[src/design/stq_pkg.sv]
// ----------------------------------------------------------------------------
// stq_pkg: shared types and constants of the sorted timer queue
// Slot count, field widths, mode and result kind codes.
// ----------------------------------------------------------------------------
`default_nettype none
package stq_pkg;
  localparam int TimerSlots = 16;
  localparam int SlotW      = $clog2(TimerSlots);
  localparam int CntW       = $clog2(TimerSlots + 1);
  localparam int MaxOut     = 16;

  typedef enum logic [1:0] {
    MODE_TICK   = 2'd0,
    MODE_ADD    = 2'd1,
    MODE_UPDATE = 2'd2,
    MODE_REMOVE = 2'd3
  } mode_e;

  typedef enum logic [1:0] {
    KIND_ACK     = 2'd0,
    KIND_ADDED   = 2'd1,
    KIND_EXPIRED = 2'd2,
    KIND_ERROR   = 2'd3
  } kind_e;

  // controller -> datapath
  typedef struct packed {
    logic load_in;    // capture input beat
    logic div_start;  // start delay conversion
    logic tick_inc;   // advance tick count
    logic scan_clr;   // reset scan pointer and best
    logic scan_step;  // examine one slot
    logic do_add;     // write entry at free slot
    logic do_update;  // rewrite expiry
    logic do_remove;  // clear scanned slot if task matches
    logic do_free;    // free best slot
  } dp_cmd_t;

  // datapath -> controller
  typedef struct packed {
    logic div_done;
    logic scan_done;
    logic have_best;
    logic have_more;  // a second due entry was seen in this scan
    logic have_free;
    logic upd_ok;
    mode_e mode;
  } dp_sts_t;
endpackage
`default_nettype wire

[src/design/stq_datapath.sv]
// ----------------------------------------------------------------------------
// stq_datapath: timer table, tick counter, serial divider and slot scanner
// One slot is examined per cycle; division retires one quotient bit a cycle.
// ----------------------------------------------------------------------------
`default_nettype none
module stq_datapath (
  input  wire logic                  clk_i,
  input  wire logic                  rst_ni,
  input  wire logic [9:0]            ms_per_tick_i,
  input  wire logic [1:0]            mode_i,
  input  wire logic [7:0]            task_id_i,
  input  wire logic [31:0]           delay_ms_i,
  input  wire logic [3:0]            slot_handle_i,
  input  wire logic                  has_handler_i,
  input  wire logic [7:0]            handler_tag_i,
  input  wire stq_pkg::dp_cmd_t      cmd_i,
  output stq_pkg::dp_sts_t           sts_o,
  output logic [stq_pkg::SlotW-1:0]  best_o,
  output logic [stq_pkg::SlotW-1:0]  free_o,
  output logic [7:0]                 best_task_o,
  output logic                       best_hh_o,
  output logic [7:0]                 best_tag_o
);
  import stq_pkg::*;

  logic [TimerSlots-1:0] valid_q;
  logic [31:0] expiry_q [TimerSlots];
  logic [7:0]  task_q   [TimerSlots];
  logic        hh_q     [TimerSlots];
  logic [7:0]  tag_q    [TimerSlots];

  logic [31:0] tick_q;
  logic [1:0]  mode_q;
  logic [7:0]  in_task_q, in_tag_q;
  logic        in_hh_q;
  logic [3:0]  in_handle_q;

  // restoring divider
  logic [31:0] quo_q, rem_q;
  logic [9:0]  div_q;
  logic [5:0]  div_cnt_q;
  logic        div_busy_q;
  logic [32:0] rem_sh;
  logic [32:0] rem_sub;

  // scanner
  logic [CntW-1:0]  ptr_q;
  logic [SlotW-1:0] idx;
  logic [SlotW-1:0] best_q, free_q;
  logic             have_best_q, have_free_q, have_more_q;
  logic             elig;
  logic             cand;

  assign idx     = ptr_q[SlotW-1:0];
  assign rem_sh  = {rem_q, quo_q[31]};
  assign rem_sub = rem_sh - {23'd0, div_q};
  assign elig    = valid_q[idx] && (expiry_q[idx] <= tick_q);
  // strict compare keeps the lowest slot on ties
  assign cand = elig && (!have_best_q || (expiry_q[idx] < expiry_q[best_q]));

  always_ff @(posedge clk_i or negedge rst_ni) begin
    if (!rst_ni) begin
      valid_q     <= '0;
      tick_q      <= '0;
      div_busy_q  <= 1'b0;
      div_cnt_q   <= '0;
      ptr_q       <= '0;
      have_best_q <= 1'b0;
      have_free_q <= 1'b0;
      have_more_q <= 1'b0;
      mode_q      <= MODE_TICK;
    end else begin
      if (cmd_i.load_in) begin
        mode_q      <= mode_i;
        in_task_q   <= task_id_i;
        in_hh_q     <= has_handler_i;
        in_tag_q    <= has_handler_i ? handler_tag_i : 8'd0;
        in_handle_q <= slot_handle_i;
        quo_q       <= delay_ms_i;
        rem_q       <= '0;
        div_q       <= (ms_per_tick_i == 10'd0) ? 10'd1 : ms_per_tick_i;
      end
      if (cmd_i.div_start) begin
        div_busy_q <= 1'b1;
        div_cnt_q  <= '0;
      end else if (div_busy_q) begin
        if (!rem_sub[32]) begin
          rem_q <= rem_sub[31:0];
          quo_q <= {quo_q[30:0], 1'b1};
        end else begin
          rem_q <= rem_sh[31:0];
          quo_q <= {quo_q[30:0], 1'b0};
        end
        div_cnt_q <= div_cnt_q + 6'd1;
        if (div_cnt_q == 6'd31) div_busy_q <= 1'b0;
      end
      if (cmd_i.tick_inc) tick_q <= tick_q + 32'd1;
      if (cmd_i.scan_clr) begin
        ptr_q       <= '0;
        have_best_q <= 1'b0;
        have_free_q <= 1'b0;
        have_more_q <= 1'b0;
      end else if (cmd_i.scan_step) begin
        ptr_q <= ptr_q + CntW'(1);
        if (cand) begin
          have_best_q <= 1'b1;
          best_q      <= idx;
        end
        if (elig && have_best_q) have_more_q <= 1'b1;
        if (!valid_q[idx] && !have_free_q) begin
          have_free_q <= 1'b1;
          free_q      <= idx;
        end
        if (cmd_i.do_remove && valid_q[idx] && task_q[idx] == in_task_q)
          valid_q[idx] <= 1'b0;
      end
      if (cmd_i.do_add) valid_q[free_q] <= 1'b1;
      if (cmd_i.do_free) valid_q[best_q] <= 1'b0;
    end
  end

  always_ff @(posedge clk_i) begin
    if (cmd_i.do_add) begin
      expiry_q[free_q] <= tick_q + quo_q;
      task_q[free_q]   <= in_task_q;
      hh_q[free_q]     <= in_hh_q;
      tag_q[free_q]    <= in_tag_q;
    end
    if (cmd_i.do_update) expiry_q[in_handle_q[SlotW-1:0]] <= tick_q + quo_q;
  end

  always_comb begin
    sts_o.div_done  = !div_busy_q;
    sts_o.scan_done = (ptr_q == CntW'(TimerSlots));
    sts_o.have_best = have_best_q;
    sts_o.have_more = have_more_q;
    sts_o.have_free = have_free_q;
    sts_o.upd_ok    = (32'(in_handle_q) < 32'(TimerSlots)) &&
                      valid_q[in_handle_q[SlotW-1:0]];
    sts_o.mode      = mode_e'(mode_q);
  end

  assign best_o      = best_q;
  assign free_o      = free_q;
  assign best_task_o = task_q[best_q];
  assign best_hh_o   = hh_q[best_q];
  assign best_tag_o  = tag_q[best_q];
endmodule
`default_nettype wire

[src/design/stq_ctrl.sv]
// ----------------------------------------------------------------------------
// stq_ctrl: sequencer of the sorted timer queue
// Steps each operation through the datapath and builds the result beats.
// ----------------------------------------------------------------------------
`default_nettype none
module stq_ctrl (
  input  wire logic                  clk_i,
  input  wire logic                  rst_ni,
  input  wire logic                  in_valid_i,
  output logic                       in_stall_o,
  output logic                       out_valid_o,
  input  wire logic                  out_stall_i,
  output logic [1:0]                 kind_o,
  output logic [3:0]                 out_handle_o,
  output logic [7:0]                 out_task_o,
  output logic                       out_has_handler_o,
  output logic [7:0]                 out_handler_tag_o,
  output logic                       last_o,
  output stq_pkg::dp_cmd_t           cmd_o,
  input  wire stq_pkg::dp_sts_t      sts_i,
  input  wire logic [stq_pkg::SlotW-1:0] best_i,
  input  wire logic [stq_pkg::SlotW-1:0] free_i,
  input  wire logic [7:0]            best_task_i,
  input  wire logic                  best_hh_i,
  input  wire logic [7:0]            best_tag_i
);
  import stq_pkg::*;

  typedef enum logic [2:0] {
    S_IDLE, S_DISPATCH, S_DIV, S_SCAN, S_DECIDE, S_OUT
  } state_e;

  state_e state_q;
  logic [4:0] nout_q;     // expired beats sent this tick
  logic       more_q;     // after this beat, scan again
  logic       out_busy;

  assign out_busy   = out_valid_o && out_stall_i;
  assign in_stall_o = (state_q != S_IDLE);

  always_comb begin
    cmd_o = '0;
    unique case (state_q)
      S_IDLE:     cmd_o.load_in = in_valid_i;
      S_DISPATCH: begin
        cmd_o.scan_clr = 1'b1;
        cmd_o.div_start = (sts_i.mode == MODE_ADD) || (sts_i.mode == MODE_UPDATE);
        cmd_o.tick_inc  = (sts_i.mode == MODE_TICK);
      end
      S_SCAN: begin
        cmd_o.scan_step = !sts_i.scan_done;
        cmd_o.do_remove = (sts_i.mode == MODE_REMOVE);
      end
      S_DECIDE: begin
        cmd_o.do_add    = (sts_i.mode == MODE_ADD) && sts_i.have_free && !out_busy;
        cmd_o.do_update = (sts_i.mode == MODE_UPDATE) && sts_i.upd_ok && !out_busy;
        cmd_o.do_free   = (sts_i.mode == MODE_TICK) && sts_i.have_best && !out_busy;
      end
      S_OUT: cmd_o.scan_clr = !out_busy && more_q;
      default: ;
    endcase
  end

  always_ff @(posedge clk_i or negedge rst_ni) begin
    if (!rst_ni) begin
      state_q     <= S_IDLE;
      out_valid_o <= 1'b0;
      nout_q      <= '0;
      more_q      <= 1'b0;
    end else begin
      if (out_valid_o && !out_stall_i) out_valid_o <= 1'b0;
      unique case (state_q)
        S_IDLE: if (in_valid_i) state_q <= S_DISPATCH;
        S_DISPATCH: begin
          nout_q <= '0;
          if (sts_i.mode == MODE_ADD) state_q <= S_SCAN;  // find free slot first
          else if (sts_i.mode == MODE_UPDATE) state_q <= S_DIV;
          else state_q <= S_SCAN;
        end
        S_DIV: if (sts_i.div_done) state_q <= S_DECIDE;
        S_SCAN: if (sts_i.scan_done) begin
          state_q <= (sts_i.mode == MODE_ADD) ? S_DIV : S_DECIDE;
        end
        S_DECIDE: if (!out_busy) begin
          out_valid_o       <= 1'b1;
          out_handle_o      <= '0;
          out_task_o        <= '0;
          out_has_handler_o <= 1'b0;
          out_handler_tag_o <= '0;
          last_o            <= 1'b1;
          more_q            <= 1'b0;
          state_q           <= S_OUT;
          unique case (sts_i.mode)
            MODE_ADD: begin
              kind_o <= sts_i.have_free ? KIND_ADDED : KIND_ERROR;
              out_handle_o <= sts_i.have_free ? 4'(free_i) : 4'd0;
            end
            MODE_UPDATE: kind_o <= sts_i.upd_ok ? KIND_ACK : KIND_ERROR;
            MODE_REMOVE: kind_o <= KIND_ACK;
            MODE_TICK: begin
              if (sts_i.have_best) begin
                kind_o            <= KIND_EXPIRED;
                out_handle_o      <= 4'(best_i);
                out_task_o        <= best_task_i;
                out_has_handler_o <= best_hh_i;
                out_handler_tag_o <= best_tag_i;
                nout_q            <= nout_q + 5'd1;
                // another due entry remains and the beat cap is not reached: this beat is not the last
                if (nout_q != 5'(MaxOut - 1) && sts_i.have_more) begin
                  last_o <= 1'b0;
                  more_q <= 1'b1;
                end
              end else begin
                kind_o <= KIND_ACK;
              end
            end
            default: kind_o <= KIND_ACK;
          endcase
        end
        S_OUT: if (!out_busy) begin
          state_q <= more_q ? S_SCAN : S_IDLE;
        end
        default: state_q <= S_IDLE;
      endcase
    end
  end
endmodule
`default_nettype wire

[src/design/sorted_timer_queue.sv]
// ----------------------------------------------------------------------------
// sorted_timer_queue: table of one-shot timers released in expiry order
//
//  channel  | handshake          | payload
//  ---------+--------------------+-----------------------------------------
//  cfg      | cfg_valid/ready    | cfg_data_i = ms_per_tick
//  in       | in_valid/in_stall  | mode, task_id, delay_ms, slot_handle, ...
//  out      | out_valid/stall    | kind, out_handle, out_task, ..., last
//
// Add and update: the serial divide converts the delay to ticks; an add's
// free-slot scan runs beside it.
// Remove and a quiet tick: one slot scan.
// A tick that expires n entries: one scan per beat.
// Reset clears the tick count and all valid bits; no clearing pass.
// A stalled output beat holds the sequencer; no new beat enters meanwhile.
//
// Each tick scan also notes whether a second due entry exists, so the beat
// that takes the last due entry, or the MaxOut-th beat of a tick, carries last.
// ----------------------------------------------------------------------------
`default_nettype none
module sorted_timer_queue (
  input  wire logic        clk_i,
  input  wire logic        rst_ni,
  input  wire logic        cfg_valid_i,
  output logic             cfg_ready_o,
  input  wire logic [9:0]  cfg_data_i,
  input  wire logic        in_valid_i,
  output logic             in_stall_o,
  input  wire logic [1:0]  mode_i,
  input  wire logic [7:0]  task_id_i,
  input  wire logic [31:0] delay_ms_i,
  input  wire logic [3:0]  slot_handle_i,
  input  wire logic        has_handler_i,
  input  wire logic [7:0]  handler_tag_i,
  output logic             out_valid_o,
  input  wire logic        out_stall_i,
  output logic [1:0]       kind_o,
  output logic [3:0]       out_handle_o,
  output logic [7:0]       out_task_o,
  output logic             out_has_handler_o,
  output logic [7:0]       out_handler_tag_o,
  output logic             last_o
);
  import stq_pkg::*;

  logic [9:0] ms_per_tick_q;
  dp_cmd_t cmd;
  dp_sts_t sts;
  logic [SlotW-1:0] best, free;
  logic [7:0] best_task, best_tag;
  logic best_hh;

  assign cfg_ready_o = 1'b1;
  always_ff @(posedge clk_i or negedge rst_ni) begin
    if (!rst_ni) ms_per_tick_q <= 10'd10;
    else if (cfg_valid_i) ms_per_tick_q <= cfg_data_i;
  end

  stq_datapath u_dp (
    .clk_i, .rst_ni, .ms_per_tick_i(ms_per_tick_q),
    .mode_i, .task_id_i, .delay_ms_i, .slot_handle_i, .has_handler_i,
    .handler_tag_i, .cmd_i(cmd), .sts_o(sts), .best_o(best), .free_o(free),
    .best_task_o(best_task), .best_hh_o(best_hh), .best_tag_o(best_tag)
  );

  stq_ctrl u_ctrl (
    .clk_i, .rst_ni, .in_valid_i, .in_stall_o, .out_valid_o, .out_stall_i,
    .kind_o, .out_handle_o, .out_task_o, .out_has_handler_o,
    .out_handler_tag_o, .last_o, .cmd_o(cmd), .sts_i(sts), .best_i(best),
    .free_i(free), .best_task_i(best_task), .best_hh_i(best_hh),
    .best_tag_i(best_tag)
  );
endmodule
`default_nettype wire

[config.mk]
export PLATFORM = sky130hd
export DESIGN_NAME = sorted_timer_queue
export DESIGN_NICKNAME = d
export VERILOG_FILES = /design/src/design/stq_pkg.sv /design/src/design/stq_datapath.sv /design/src/design/stq_ctrl.sv /design/src/design/sorted_timer_queue.sv
export SDC_FILE = /design/constraint.sdc
export NUM_CORES = 2
export LEC_CHECK = 0
export BUFFER_PORTS_ARGS = -buffer_cell sky130_fd_sc_hd__buf_2
export CAP_MARGIN = 20
export CORE_AREA = 2 2 287 289
export DETAILED_ROUTE_END_ITERATION = 6
export DIE_AREA = 0 0 289 291
export PLACE_DENSITY = 0.75
export SLEW_MARGIN = 30
export SYNTH_ARGS = -nofsm -noshare
export SYNTH_HDL_FRONTEND = slang
export SYNTH_SLANG_ARGS = --single-unit
[constraint.sdc]
create_clock -name clk_i -period 14.2 [get_ports clk_i]
set_input_delay 2.84 -clock clk_i [delete_from_list [all_inputs] [get_ports clk_i]]
set_output_delay 2.84 -clock clk_i [all_outputs]
set_load 0.01 [all_outputs]
# ---- Yosys cells after proc, flatten, opt, wreduce, memory -nomap -nowiden
# Memories as Yosys holds them, arrays and structs flattened. A register that Yosys moved wholly into a read port is not among the register bits.
# Cells that the tools add are included.
dict set report classes {
  addsub 6
  mul 0
  div_mod_pow 0
  order_cmp 9
  n_eq_ne 19
  shift 0
  mux 82
  bitwise 7
  n_reduce_logical 52
}
# op count
set ops {}
lappend ops {{$mux W32} 8}
lappend ops {{$mux W16} 5}
lappend ops {{$mux W1} 35}
lappend ops {{$sub A33 B10 Y33} 1}
lappend ops {{$add A32 B1 Y32 const B} 1}
lappend ops {{$add A32 B32 Y32} 1}
lappend ops {{$and A16 B16 Y16} 2}
lappend ops {{$le A32 B32 Y1} 1}
lappend ops {{$lt A32 B32 Y1} 1}
lappend ops {{$not A16 Y16} 2}
lappend ops {{$reduce_or A32 Y1} 1}
lappend ops {{$mux W5} 5}
lappend ops {{$mux W3} 7}
lappend ops {{$lt A4 B5 Y1 const B} 4}
lappend ops {{$logic_and A1 B1 Y1} 19}
lappend ops {{$pmux W3 S6} 1}
lappend ops {{$mux W4} 4}
lappend ops {{$or A16 B16 Y16} 1}
lappend ops {{$demux W1 S4} 3}
lappend ops {{$ge A4 B1 Y1 const B} 3}
lappend ops {{$mux W2} 6}
lappend ops {{$mux W6} 2}
lappend ops {{$reduce_and A2 Y1} 6}
lappend ops {{$reduce_and A4 Y1} 3}
lappend ops {{28 further kinds} 53}
dict set report totals {
  reg_bits 195
  latchBits 0
  ram_bits 784
  rom_bits 0
  in_bits 70
  output_inout_bits 27
  wordCells 205
  mem_count 4
}
# name depth word_bits read_ports rd_ports_with_merged_regs wr line
set memory_table {}
lappend memory_table {u_dp.expiry_q 16 32 2 1 1 stq_datapath.sv:27} ;# logic [31:0] expiry_q [TimerSlots];
lappend memory_table {u_dp.tag_q 16 8 1 1 1 stq_datapath.sv:30} ;# logic [7:0] tag_q [TimerSlots];
lappend memory_table {u_dp.task_q 16 8 2 1 1 stq_datapath.sv:28} ;# logic [7:0] task_q [TimerSlots];
lappend memory_table {u_dp.hh_q 16 1 1 1 1 stq_datapath.sv:29} ;# logic hh_q [TimerSlots];

# ---- Depth between registers and ports, before layout
dict set report logic_depth {
  depth_word 13
  ltp_mapped 16
  depth_no_buf 12
}

# ---- By module
# From an unflattened synthesis, not the netlist that was laid out.
dict set report hier_totals {
  cells_unflattened 2817
  area_unflattened_um2 48557.8
}
# mod n_inst cells_each area_per_inst_um2 seq_area_each_um2
set modules_own_cells {}
lappend modules_own_cells {stq_datapath 1 2649 46404.5 28342.2}
lappend modules_own_cells {stq_ctrl 1 145 1727.9 970.9}
lappend modules_own_cells {sorted_timer_queue 1 23 425.4 252.7}

# ---- Worst setup path before layout
# Ideal clock, no wire load.
dict set report synth_path {
  path_type {input-to-reg}
  start {input out_stall_i}
  end {memory u_dp.expiry_q[4][0] (enable)}
  setup_ns 0.421
  arrival_time_ns 5.730
  required_time_ns 13.779
  slack_ns 8.049
  path_stages 6
  n_path_buf 0
  cell_sequence {nand2_1 > nor3b_1 > nand3_1 > mux2i_1 > or2_2 > nor2_1}
}
dict set report synth_via {
  elab_chain_len 8
  word_cells_on_any_way 12
  classes_between {7 x mux; 5 x reduce/logical}
}
# element line
set synth_lines {}
lappend synth_lines {{from (decl)} sorted_timer_queue.sv:36} ;# input wire logic out_stall_i,
lappend synth_lines {{$logic_and A1 B1 Y1 (*)} stq_ctrl.sv:38} ;# assign out_busy = out_valid_o && out_stall_i;
lappend synth_lines {{$logic_not A1 Y1 (*)} {stq_ctrl.sv:55, stq_ctrl.sv:56}}
lappend synth_lines {{$logic_and A1 B1 Y1} stq_ctrl.sv:56} ;# cmd_o.do_update = (sts_i.mode == MODE_UPDATE) && sts_i.upd_ok && !out_busy;
lappend synth_lines {{$mux W2 (*)} stq_ctrl.sv:43} ;# unique case (state_q)
lappend synth_lines {{$mux W1} stq_datapath.sv:129} ;# if (cmd_i.do_update) expiry_q[in_handle_q[SlotW-1:0]] <= tick_q + quo_q;
lappend synth_lines {{$mux W1 (implied by the code)} stq_datapath.sv:129}
lappend synth_lines {{$reduce_or A32 Y1 (no line)} --}
lappend synth_lines {{$mux W4 (no line) / $mux W1 (equally long branches)} --}
lappend synth_lines {{to (decl)} stq_datapath.sv:27}
# Mark *: on every way between the ends. The rest lies on a longest branch, timed or not.

==> impl_metrics.yaml <==
run_status:
  status: "finished clean"
setup_path:
  crit_type: "register to register"
  crit_chain: "buf_4 > buf_4 > mux4_2 > mux4_2 > ha_1 > and4_1 > a2111oi_0 > nor3_1 > o31a_1 > o32a_1 > a211oi_1 > o2111a_1 > mux2_2"
  worstPathRequired_ns: 14.74
  crit_slowest_cell: "dfrtp_4"
  cp_max_fo: 38
  cp_num_cells: 13
  r2r-start: "u_dp.ptr_q[0]"
  regToRegSetupSlack_ns: 7.61
  rr_worst_depth: 13
  worst_ep_arrival_time_ns: 7.13
  slowest_delay_ns: 0.97
  crit_family: "compound AO/OA/AOI/OAI gates"
  cp_num_buf_inv: 2
  worstSetupStartpoint: "u_dp.ptr_q[0]"
  crit_path_start_kind: "register"
  end_kind: "register"
timing:
  clock_skew_ns: 0.03408
  period_needed_ns: 6.592
  finalSetupViolCount: 0
  fin_ws_ns: 7.608
  relSlewSlack_pct: 31.42
  tns_ns: 0
  timing.final.crit_share_pct: 46.42
  fmax_ghz: 0.1517
  finalMaxSlewViolations: 0
  rsz0062_at_grt: "no"
  hold_viol_final: 0
  worstMarginPinSlew_ns: 1.026
detailed_routing:
  final_antenna_net_count: 0
  drt_iter0_markers: 3472
  drc: 0
  viasPerCell: 6.964
  dr.pass1.iters: 6
  via_count: 28340
  wire_per_inst_um: 29.55
  wirelength_um: 120300
finish:
  nNetsFinal: 3102
  area_growth_pct: 11.41
  drive_gt1_share_pct: 28.71
  fin_area_mm2: 0.05383
  final_core_util_pct: 66.30
synthesis:
  postSynthCellCount: 2804
  yosys_register_bits: 1000
  syn_avg_cell_area_um2: 17.23
  ys_seq_area_share_pct: 61.20
  ys_warn_count: 0
  synth_edf_count: 911
  synth_cell_types: 86
  syn_nets: 2992
  synthFlopType: "edfxtp_1"
  synthArstFlopShare_pct: 8.500
  synth_area_mm2: 0.04831
floorplanning:
  initial_utilization_pct: 59.50
  rows: 105
  coreArea_mm2: 0.08119
  die_area_mm2: 0.08410
  die_y_um: 291
  die_w_um: 289
  ios: 97
hold_path:
  min-delay-start: "ms_per_tick_q[5]"
  holdCritPathClass: "register to register"
clock_network:
  cts_resized: 0
  post_cts_buffers: 0
  insertion_delay_ns: 0.67
  cts_tree: "yes"
  clkTransAtPathRegs_ns: 0.06
  root_buffer: "clkbuf_16"
  cts_buffers: 99
  cts_max_level: 3
  cts_buffer_depth: 3
  clock-sinks: 1000
  ctsHoldBuffers: 0
pwr:
  combPwrFrac_pct: 28.0
  power_density_mw_per_mm2: 174.0
  switching_share_pct: 31.14
  seqPwrFrac_pct: 42.9
  p_leak_nw: 18.19
  p_switching_mw: 2.917
  internal-power_mw: 6.449
  p_clk_share_pct: 29.1
  ir_drop_v: 0.0001292
grt:
  grt_pass1_wl_um: 179700
  grt-ovfl-total: 0
  grt_max_degree: 94
  grt_use_total_pct: 28.97
  antenna_found_initial: 0
  grt_pass1_vias: 28850
place:
  placed_area_mm2: 0.05036
  io_buffers: 95
  post-dp-hpwl_um: 72620
  post-place-ws_ns: 7.638
  gp_congestion: 0.9409
run:
  drv_cap: 0
power by group through the flow:
| stage | clock network (mW) | registers, mW | logic, mW |
|---|---|---|---|
| floorplan | 0 | 3.94 | 1.85 |
| global placement | 0 | 4.06 | 2.43 |
| detailed placement | 0 | 4.07 | 2.55 |
| CTS | 2.75 | 4.02 | 2.58 |
| global route | 2.86 | 4.05 | 2.84 |
| finish | 2.73 | 4.02 | 2.62 |
cell usage in the layout (no fill, tap or decap), types with 12 or more instances in the layout:
cell type,Yosys,final
inv_1,112,112
nand2_1,100,99
buf_4,2,66
o22ai_1,12,12
nor2_1,121,88
and2_1,37,36
mux4_2,448,448
dfrtp_1,83,79
edfxtp_1,911,911
ha_1,116,116
nor2b_1,18,17
buf_2,13,94
nand4_1,34,34
mux2i_1,57,57
clkinv_1,0,20
mux2_2,17,17
a21oi_1,64,62
xnor2_1,70,61
nand3_1,57,57
clkbuf_16,0,103
clkbuf_1,105,17
clkinv_2,0,15
and3_1,15,14
nor3_1,36,36
nor2_4,0,22
bufinv_16,0,15
a21o_1,28,28
o21ai_0,67,67
a31oi_1,22,22
xor2_1,25,22
nand2b_1,17,17
nor4_1,15,15
o211ai_1,16,16
state kept, by name, summed over array words and instances, names as in the netlist, 5 cells and up, named ones only:
name	cells
u_dp.rem_q	32
u_dp.valid_q	16
u_ctrl.nout_q	5
u_dp.tag_q	128
u_dp.tick_q	32
u_dp.in_task_q	8
u_ctrl.out_task_o	8
u_ctrl.out_handler_tag_o	8
u_dp.task_q	128
u_dp.expiry_q	512
u_dp.in_tag_q	8
u_dp.ptr_q	5
u_dp.div_q	10
u_dp.quo_q	32
u_dp.hh_q	16
u_dp.div_cnt_q	6
ms_per_tick_q	10
worst reg2reg max path: stages (launching register included):
cell       delay, ns
dfrtp_4         0.97
buf_4           0.76
buf_4           0.69
mux4_2          0.60
mux4_2          0.50
ha_1            0.32
and4_1          0.19
a2111oi_0       0.41
nor3_1          0.13
o31a_1          0.26
o32a_1          0.30
a211oi_1        0.37
o2111a_1        0.57
mux2_2          0.41
through the flow:
| stage | total power, mW | hold slack [ns] | cells |
|---|---|---|---|
| floorplan | 5.792 | 0.4626 | 2804 |
| finish | 9.366 | 0.4868 | 4070 |
| global route | 9.752 | 0.5108 | 4069 |
| detailed placement | 6.626 | 0.4707 | 3883 |
| global placement | 6.487 | 0.4675 | 3883 |
| CTS | 9.348 | 0.4874 | 4069 |
final cells by class:
class | count | area (um2)
Antenna cell | 1 | 2.502
Clock buffer | 121 | 2655
Clock inverter | 65 | 744.5
Fill cell | 5200 | 27370
Inverter | 113 | 424.2
Multi-Input combinational cell | 1537 | 18070
Sequential cell | 1000 | 29590
Tap cell | 1070 | 1339
Timing Repair Buffer | 163 | 999.7
worst min path at each step:
stage                  endpoint  cells after the start
5_1_grt           u_dp.div_q[4]                      0
4_1_cts           u_dp.div_q[5]                      0
2_1_floorplan  u_dp.have_more_q                      2
3_3_place_gp      u_dp.div_q[5]                      0
3_5_place_dp      u_dp.div_q[4]                      0
6_report          u_dp.div_q[5]                      0
cell families (layout without fill, tap and decap cells):
logic type / count (synthesis) / after routing / synth area share, %
and+or+nand+nor: 503 / 503 / 5.392
xor gates and xnor gates: 95 / 95 / 1.722
DFF: 1000 / 1000 / 61.20
AOI/OAI and AO/OA: 297 / 297 / 3.968
other: 1 / 2 / 0.007762
adders and majority gates: 118 / 118 / 3.087
buffers and inverters: 267 / 462 / 2.139
muxes: 523 / 523 / 22.49
cells in the mapped netlist (18+ instances only):
master	count	area, um2
clkbuf_1	105	394.1
nand4_1	34	212.7
xnor2_1	70	613.1
dfrtp_1	83	2077
o21ai_0	67	335.3
and2_1	37	231.5
nor2b_1	18	112.6
ha_1	116	1451
a21o_1	28	210.2
nand3_1	57	285.3
nand2_1	100	375.4
mux2i_1	57	570.6
inv_1	112	420.4
nor2_1	121	454.2
xor2_1	25	219.0
a21oi_1	64	320.3
edfxtp_1	911	27360
mux4_2	448	10090
a31oi_1	22	137.6
buf_1	33	123.9
nor3_1	36	180.2
layer usage:
layer | up-vias | wire length (um) | global-route usage, %
met1 | 14680 | 45780 | 41.29
met4 | 0 | 3360 | 8.285
li1 | 11720 | - | -
met5 | - | 0 | 0
met2 | 1694 | 58240 | 45.85
met3 | 251 | 12890 | 6.129
Note: power is estimated with default switching activity, not from simulation.
